$ cat src/rtl/core/link_loss_watchdog_bank_core_defines.svh
// Assertion macros shared by the watchdog bank RTL.
// Included by files that carry concurrent checks; depends on nothing.
`ifndef LINK_LOSS_WATCHDOG_BANK_CORE_DEFINES_SVH
`define LINK_LOSS_WATCHDOG_BANK_CORE_DEFINES_SVH

// Same-cycle implication, disabled while reset is asserted.
`define LLWB_ASSERT_NOW(lbl, clk, rst_n, ante, cons) \
    lbl: assert property (@(posedge clk) disable iff (!rst_n) (ante) |-> (cons)) \
        else $error("watchdog bank check failed");

// Next-cycle implication, disabled while reset is asserted.
`define LLWB_ASSERT_NEXT(lbl, clk, rst_n, ante, cons) \
    lbl: assert property (@(posedge clk) disable iff (!rst_n) (ante) |=> (cons)) \
        else $error("watchdog bank check failed");

`endif

$ cat src/rtl/core/llwb_pkg.sv
// Shared constants, codes and types of the watchdog bank.
// Used by every module of the block; depends on nothing.
package llwb_pkg;

    // Bank shape
    localparam int CHANNELS       = 8;
    localparam int FIRST_CRITICAL = 4;
    localparam int LINK_CHANNEL   = 0;

    // Field and storage widths
    localparam int NUM_PERIODS = 8;
    localparam int CFG_ADDR_W  = $clog2(NUM_PERIODS);
    localparam int PERIOD_W    = 14;
    localparam int COUNT_W     = 16;
    localparam int LIMIT_W     = 17;
    localparam int CH_IDX_W    = 3;
    localparam int MASK_W      = 8;
    localparam int WS_W        = 2;
    localparam int KEY_W       = 8;
    localparam int MOUSE_W     = 16;
    localparam int S_DATA_W    = 40;
    localparam int M_DATA_W    = 16;

    // Arithmetic constants
    localparam logic [COUNT_W-1:0]  COUNT_CEILING = 16'hFFFE;
    localparam logic [LIMIT_W-1:0]  LOST_FACTOR   = 17'd5;
    localparam logic signed [MOUSE_W-1:0] MOUSE_DEAD = 16'sd3;
    localparam logic [PERIOD_W-1:0] PERIOD_RESET  = 14'd10;

    // Item kinds
    localparam logic OP_TICK = 1'b0;
    localparam logic OP_FEED = 1'b1;

    // External work state codes; the unused code acts as other
    localparam logic [WS_W-1:0] WS_OTHER = 2'd0;
    localparam logic [WS_W-1:0] WS_CHECK = 2'd1;
    localparam logic [WS_W-1:0] WS_ERROR = 2'd2;

    typedef enum logic [1:0] {
        REQ_NONE    = 2'd0,
        REQ_ERROR   = 2'd1,
        REQ_LOST    = 2'd2,
        REQ_PROTECT = 2'd3
    } req_t;

    typedef logic [NUM_PERIODS-1:0][PERIOD_W-1:0] period_array_t;

    typedef struct packed {
        logic                       op;
        logic [CH_IDX_W-1:0]        channel;
        logic [WS_W-1:0]            work_state;
        logic [KEY_W-1:0]           key_high;
        logic [KEY_W-1:0]           key_low;
        logic signed [MOUSE_W-1:0]  mouse_dx;
    } item_t;

    typedef struct packed {
        logic                  armed;
        logic [MASK_W-1:0]     lost_mask;
        logic [CH_IDX_W-1:0]   fault_channel;
        req_t                  state_request;
    } result_t;

    // Mask of bits that belong to real channels
    localparam logic [MASK_W-1:0] CHANNEL_MASK = MASK_W'((1 << CHANNELS) - 1);

endpackage

$ cat src/rtl/core/llwb_count_bank.sv
// Silence counters of all channels and their lost evaluation on a tick.
// Depends on llwb_pkg.
module llwb_count_bank (
    input  logic                     aclk,
    input  logic                     aresetn,
    input  logic                     fire,
    input  llwb_pkg::item_t          item,
    input  llwb_pkg::period_array_t  period,
    output logic [llwb_pkg::MASK_W-1:0] tick_flags
);
    import llwb_pkg::*;

    logic [COUNT_W-1:0] count_reg  [CHANNELS];
    logic [COUNT_W-1:0] count_next [CHANNELS];
    logic [COUNT_W-1:0] count_inc  [CHANNELS];

    // Advance each counter with saturation and compare against five periods
    always_comb begin
        tick_flags = '0;
        for (int i = 0; i < CHANNELS; i++) begin
            count_inc[i] = (count_reg[i] < COUNT_CEILING) ? count_reg[i] + 1'b1
                                                           : count_reg[i];
            tick_flags[i] = LIMIT_W'(count_inc[i]) >
                            (LIMIT_W'(period[i]) * LOST_FACTOR);
            count_next[i] = count_reg[i];
            if (fire) begin
                if (item.op == OP_TICK) begin
                    count_next[i] = count_inc[i];
                end else if (item.channel == CH_IDX_W'(i)) begin
                    count_next[i] = '0;
                end
            end
        end
    end

    // Hold the counters
    always_ff @(posedge aclk) begin
        for (int i = 0; i < CHANNELS; i++) begin
            if (!aresetn) begin
                count_reg[i] <= '0;
            end else begin
                count_reg[i] <= count_next[i];
            end
        end
    end

endmodule

$ cat src/rtl/core/llwb_decide.sv
// Arm, fault record and lost flags, plus the state request of each word.
// Depends on llwb_pkg and the tick flags from llwb_count_bank.
module llwb_decide (
    input  logic                        aclk,
    input  logic                        aresetn,
    input  logic                        fire,
    input  llwb_pkg::item_t             item,
    input  logic [llwb_pkg::MASK_W-1:0] tick_flags,
    output llwb_pkg::result_t           result_next
);
    import llwb_pkg::*;

    logic                armed_reg, armed_next;
    logic [CH_IDX_W-1:0] fault_reg, fault_next;
    logic [MASK_W-1:0]   lost_reg, lost_next;
    logic                err_hit;
    logic [WS_W-1:0]     eff_state;
    logic                activity;
    req_t                req;

    // Evaluate critical loss, link loss and remote activity
    always_comb begin
        armed_next = armed_reg;
        fault_next = fault_reg;
        lost_next  = lost_reg;
        err_hit    = 1'b0;
        req        = REQ_NONE;
        activity   = (item.key_high != '0) || (item.key_low != '0) ||
                     (item.mouse_dx > MOUSE_DEAD) || (item.mouse_dx < -MOUSE_DEAD);
        if (item.op == OP_TICK) begin
            lost_next = tick_flags;
            if (armed_reg) begin
                for (int i = FIRST_CRITICAL; i < CHANNELS; i++) begin
                    if (tick_flags[i]) begin
                        err_hit    = 1'b1;
                        fault_next = CH_IDX_W'(i);
                    end
                end
            end
            if (err_hit) begin
                req = REQ_ERROR;
            end
        end
        eff_state = err_hit ? WS_ERROR : item.work_state;
        if (item.op == OP_TICK) begin
            if (tick_flags[LINK_CHANNEL]) begin
                if (eff_state == WS_CHECK) begin
                    req = REQ_LOST;
                end else if (eff_state != WS_ERROR) begin
                    req = REQ_PROTECT;
                end
            end
            // Disarm after this tick's checks
            if (activity) begin
                armed_next = 1'b0;
            end
        end
        result_next.state_request = req;
        result_next.fault_channel = fault_next;
        result_next.lost_mask     = lost_next;
        result_next.armed         = armed_next;
    end

    // Hold the watchdog state
    always_ff @(posedge aclk) begin
        if (!aresetn) begin
            armed_reg <= 1'b1;
            fault_reg <= '0;
            lost_reg  <= '0;
        end else if (fire) begin
            armed_reg <= armed_next;
            fault_reg <= fault_next;
            lost_reg  <= lost_next;
        end
    end

endmodule

$ cat src/rtl/core/link_loss_watchdog_bank_core.sv
// A word waits in the input register; its result then sits in out_reg.
// Throughput: one word per cycle; while a result waits in the output
// register the input register takes at most one more word, then stalls.
// Reset (aresetn low, synchronous): counters, lost flags and fault record
// clear, the block arms, all periods return to 10 ticks.
// Top level of the watchdog bank; depends on llwb_pkg, llwb_count_bank,
// llwb_decide and the assertion macro header.
`include "link_loss_watchdog_bank_core_defines.svh"

module link_loss_watchdog_bank_core (
    input  logic                               aclk,
    input  logic                               aresetn,
    // Configuration write port
    input  logic                               cfg_we,
    input  logic [llwb_pkg::CFG_ADDR_W-1:0]    cfg_addr,
    input  logic [llwb_pkg::PERIOD_W-1:0]      cfg_wdata,
    // Input stream
    input  logic                               s_tvalid,
    output logic                               s_tready,
    // channel[2:0], work_state[4:3], key_high[12:5], key_low[20:13],
    // mouse_dx[36:21], zero fill[39:37]
    input  logic [llwb_pkg::S_DATA_W-1:0]      s_tdata,
    // operation[0]
    input  logic                               s_tuser,
    // Result stream
    output logic                               m_tvalid,
    input  logic                               m_tready,
    // state_request[1:0], fault_channel[4:2], lost_mask[12:5], armed[13],
    // zero fill[15:14]
    output logic [llwb_pkg::M_DATA_W-1:0]      m_tdata
);
    import llwb_pkg::*;

    period_array_t period_reg;
    logic          in_valid_reg, in_valid_next;
    item_t         in_item_reg;
    logic          out_valid_reg, out_valid_next;
    result_t       out_reg;
    logic          advance;
    logic          fire;
    logic          s_accept;
    logic [MASK_W-1:0] tick_flags;
    result_t       result_next;

    // Handshake between the input and output registers
    assign advance  = !out_valid_reg || m_tready;
    assign fire     = in_valid_reg && advance;
    assign s_tready = !in_valid_reg || advance;
    assign s_accept = s_tvalid && s_tready;

    always_comb begin
        in_valid_next = in_valid_reg;
        if (s_accept) begin
            in_valid_next = 1'b1;
        end else if (fire) begin
            in_valid_next = 1'b0;
        end
        out_valid_next = out_valid_reg;
        if (fire) begin
            out_valid_next = 1'b1;
        end else if (m_tready) begin
            out_valid_next = 1'b0;
        end
    end

    // Hold flow control and period registers
    always_ff @(posedge aclk) begin
        if (!aresetn) begin
            in_valid_reg  <= 1'b0;
            out_valid_reg <= 1'b0;
            for (int i = 0; i < NUM_PERIODS; i++) begin
                period_reg[i] <= PERIOD_RESET;
            end
        end else begin
            in_valid_reg  <= in_valid_next;
            out_valid_reg <= out_valid_next;
            if (cfg_we) begin
                period_reg[cfg_addr] <= cfg_wdata;
            end
        end
    end

    // Capture the incoming word and the finished result
    always_ff @(posedge aclk) begin
        if (s_accept) begin
            in_item_reg.op         <= s_tuser;
            in_item_reg.channel    <= s_tdata[2:0];
            in_item_reg.work_state <= s_tdata[4:3];
            in_item_reg.key_high   <= s_tdata[12:5];
            in_item_reg.key_low    <= s_tdata[20:13];
            in_item_reg.mouse_dx   <= s_tdata[36:21];
        end
        if (fire) begin
            out_reg <= result_next;
        end
    end

    llwb_count_bank u_count_bank (
        .aclk       (aclk),
        .aresetn    (aresetn),
        .fire       (fire),
        .item       (in_item_reg),
        .period     (period_reg),
        .tick_flags (tick_flags)
    );

    llwb_decide u_decide (
        .aclk        (aclk),
        .aresetn     (aresetn),
        .fire        (fire),
        .item        (in_item_reg),
        .tick_flags  (tick_flags),
        .result_next (result_next)
    );

    assign m_tvalid = out_valid_reg;
    assign m_tdata  = {2'b00, out_reg.armed, out_reg.lost_mask,
                       out_reg.fault_channel, out_reg.state_request};

    // Once disarmed, a result never shows the block armed again
    `LLWB_ASSERT_NEXT(a_disarm_sticks, aclk, aresetn,
        fire && !result_next.armed, !u_decide.armed_reg)
    // An error request names a channel that is lost in the same result
    `LLWB_ASSERT_NOW(a_error_has_fault, aclk, aresetn,
        m_tvalid && (out_reg.state_request == REQ_ERROR),
        out_reg.lost_mask[out_reg.fault_channel])
    // Lost bits never appear for channels beyond the bank
    `LLWB_ASSERT_NOW(a_mask_in_range, aclk, aresetn,
        m_tvalid, (out_reg.lost_mask & ~CHANNEL_MASK) == '0)
    // A feed word never raises a state request
    `LLWB_ASSERT_NEXT(a_feed_quiet, aclk, aresetn,
        fire && (in_item_reg.op == OP_FEED), out_reg.state_request == REQ_NONE)

endmodule

$ cat config.mk
export PLATFORM = sky130hd
export DESIGN_NAME = link_loss_watchdog_bank_core
export DESIGN_NICKNAME = d
export VERILOG_FILES = /design/src/rtl/core/llwb_pkg.sv /design/src/rtl/core/llwb_count_bank.sv /design/src/rtl/core/llwb_decide.sv /design/src/rtl/core/link_loss_watchdog_bank_core.sv
export VERILOG_INCLUDE_DIRS = /design/src /design/src/rtl/core
export SDC_FILE = /design/constraint.sdc
export NUM_CORES = 1
export LEC_CHECK = 0
export ABC_CLOCK_PERIOD_IN_PS = 4200
export BUFFER_PORTS_ARGS = -buffer_cell sky130_fd_sc_hd__buf_2
export CAP_MARGIN = 0
export CORE_ASPECT_RATIO = 0.7
export CORE_UTILIZATION = 50
export CTS_BUF_LIST = sky130_fd_sc_hd__clkbuf_4
export DETAILED_ROUTE_END_ITERATION = 8
export GPL_ROUTABILITY_DRIVEN = 0
export PLACE_DENSITY = 0.69
export SYNTH_ARGS = -nofsm -noshare
export SYNTH_HDL_FRONTEND = slang
export SYNTH_SLANG_ARGS = --single-unit
$ cat constraint.sdc
create_clock -name aclk -period 4.2 [get_ports aclk]
set_input_delay 0 -clock aclk [delete_from_list [all_inputs] [get_ports aclk]]
set_output_delay 0 -clock aclk [all_outputs]
set_load 0.01 [all_outputs]
==> results.md <==
- Status: complete, no violations
- Drt pass-1 iters: 7
- Crit Path Category: register to register
- Tightest Pin Transition: 1.16 ns
- Clock sinks: 306
- CP Capture Type: register
- Met1 usage: 39.1%
- Vias: 20600
- Worst Hold Class: input pin to register
- Startpoint Class: register
- Largest area contributor in the netlist: dfxtp_1
- P_sw: 1.91 mW
- FF+latch count, synth: 306
- Count of final hold-check violations: 0
- Synth top area cells: dfxtp_1 23%, ha_1 19%, edfxtp_1 7.1%, nand2_1 6.6%, a21oi_1 5.6%
- Distinct cells, synth: 83
- FMAX: 241 MHz
- Total grt overflow: 0
- Yosys warnings: 0
- Worst-path cell chain: ha_1, inv_1, fa_2, nor2b_1, o21a_1, o21ai_2, a21oi_2, o21a_1, o21ai_1, a211o_1, ha_1, nand4_1, nor2_1, nand3_2, a311o_1, a211oi_2, buf_4, nor2b_4, buf_6, a21o_1
- Final Skew: 0.0420 ns
- Grt met2 use: 43.9%
- Cell internal pwr: 4.83 mW
- Slew Viols, Final: 0
- Switching share of power: 28.3%
- Final WS setup: 0.0538 ns
- Die width: 253 um
- Setup violators final: 0
- Total GRT Usage: 28.2%
- CTS tree: done
- Post-layout nets: 3251
- Leak Pwr: 11.3 nW
- Slew HR: 22.5%
- Total CTS buffers: 82
- Max cap viols: 0
- Register Area: 6670 sq um
- Avg Inst Size Synth: 8.38 sq um
- Clock Latency Late Sink: 0.83 ns
- Multi-input logic area: 15000 sq um
- First-pass GRT wire length: 101 mm
- Fill count: 3706
- Crit path max fanout: 3
- Num rows: 63
- Commonest non-fill, non-tap cell in the layout: nand2_1
- Die area: 44800 sq um
- CP arrival: 4.81 ns
- Asr flop ratio synth: 0%
- RSZ-0062 raised after global routing: true
- Min Tclk post-route: 4.15 ns
- Synth Flop Type: dfxtp_1
- Max reg flops: 128
- Mapped Area: 22000 sq um
- Initial Util: 51.4%
- Delay of the slowest critical-path stage: 0.40 ns
- Busiest grt layer: met2
- Share of layout cells above drive strength 1: 12.8%
- Clock group share of total power: 42.8%
- DR vias/cell: 5.88
- Pre-CTS WS: -0.325 ns
- H-tree lvl count: 3
- Slowest CP cell: fa_2
- Sequential area share after synthesis: 30.2%
- Final period util: 98.7%
- Routed wire length: 63.9 mm
- Most frequent cells in the layout: 388 x nand2_1, 317 x ha_1, 245 x dfxtp_1
- Post-synthesis instance total: 2622
- Area fraction of the dominant cell type after synthesis: 23.1%
- Root buf cell: clkbuf_4
- # DRC: 0
- Pwr Density: 261 nW/um^2
- Logic pwr share: 11.3%
- Initial antenna violation count: 1
- Detail Placement HPWL: 43.6 mm
- Max VDD drop: 148 uV
- # port buffers: 75
- Routed Antenna Nets: 0
- Met3 Use GR: 5.00%
- Die height: 177 um
- Reg power frac: 45.9%
- Area Overhead vs Synth: 17.3%
- WP data required: 4.87 ns
- Largest net degree at the start of global routing: 85
- Vias in the first global route: 19600
- Largest buffer count on any clock path: 3
- Post-synth EDFFs: 52
- Core area: 42800 sq um
- Clock-pin slew on the worst setup and hold paths: 0.07 ns
- Final core occ: 60.2%
- I/O Pins: 81
- DR iter-0 viols: 1757
- Average wire per standard cell: 18.2 um
## metal layers
layer / vias up / share of wire [%]
met3: 136 / 7.2
met5: - / 0
met1: 9781 / 46
met4: 0 / 2.9
met2: 693 / 44
li1: 9985 / -
## cells in the mapped netlist (all sizes together), types with 19 or more instances
cell type / count
buf: 22
o31ai: 21
nor2b: 33
nand2: 389
nand4: 50
nand2b: 38
a31oi: 41
edfxtp: 52
a22oi: 31
xnor2: 101
and3: 37
o21a: 21
inv: 92
a22o: 19
dfxtp: 254
a21oi: 247
o21ai: 123
nand3: 86
xor2: 90
a21o: 43
o211ai: 25
nor3: 50
ha: 328
nor2: 156
clkbuf: 77
## stage by stage
step	std cells	area, sq um	setup TNS [ns]	hold WS, ns	total power, mW
after global placement	3233	23100	-0.634	0.176	3.77
final	3504	25800	0	0.142	6.74
after CTS	3495	25300	-0.0364	0.0977	6.75
after global routing	3501	25800	-1.20	0.114	7.02
after floorplan	2623	22000	0	0.0989	3.56
after detailed placement	3233	23100	-1.07	0.178	3.80
## critical path: cells and delay by family (launching register included)
kind                     cells  cell delay [ns]
AND/OR/NAND/NOR              5             0.67
buffers and inverters        3             0.33
flip-flops                   1             0.35
AO/OA/AOI/OAI                9             1.62
adder cells (fa/ha/maj)      3             1.01
## logic make-up (layout without fill, tap and decap cells)
family	Yosys count	count (layout)	share of synthesized area, %
other cells	1	6	0.0171
flops	306	306	30.2
buf+inv	191	483	3.56
compound gates	661	661	18.8
simple gates	935	935	20.3
mux	1	1	0.0455
fa+ha+maj	336	336	19.4
xor+xnor	191	191	7.61
## final cells by class
type | count | share of cell area, %
timing repair buffer | 244 | 7.58
multi-input combinational | 2126 | 58.1
clock inverter | 28 | 0.781
clock buffer | 119 | 3.46
sequential | 306 | 25.8
antenna | 4 | 0.0388
inverter | 92 | 1.36
tap | 585 | 2.84
## repair_timing
action                                  in CTS  in global routing
hold endpoints to repair                   194                  0
hold buffers                               115                  0
resized for setup                           11                 86
endpoints found under the setup margin      10                 19
cloned                                       0                  0
setup buffers                                0                  5
pin swaps                                    5                 54
## path summary, 6_finish.rpt
kind                         from                    to  slack (ns)  cells past startpoint
max reg2reg         period_reg[4]            m_tdata[5]        0.05                     20
min                 cfg_wdata[13]        period_reg[27]        0.14                      4
max                 period_reg[4]            m_tdata[5]        0.05                     20
min reg2reg  u_decide.lost_reg[5]  u_decide.lost_reg[5]        0.47                      2
## power groups by stage
stage / clock network, mW / registers [mW] / logic [mW]
floorplan: 0 / 3.14 / 0.422
global placement: 0 / 3.16 / 0.614
detailed placement: 0 / 3.16 / 0.638
CTS: 2.93 / 3.09 / 0.721
global route: 3.09 / 3.10 / 0.832
finish: 2.89 / 3.10 / 0.759
No activity file was read; power rests on OpenSTA's default activity.
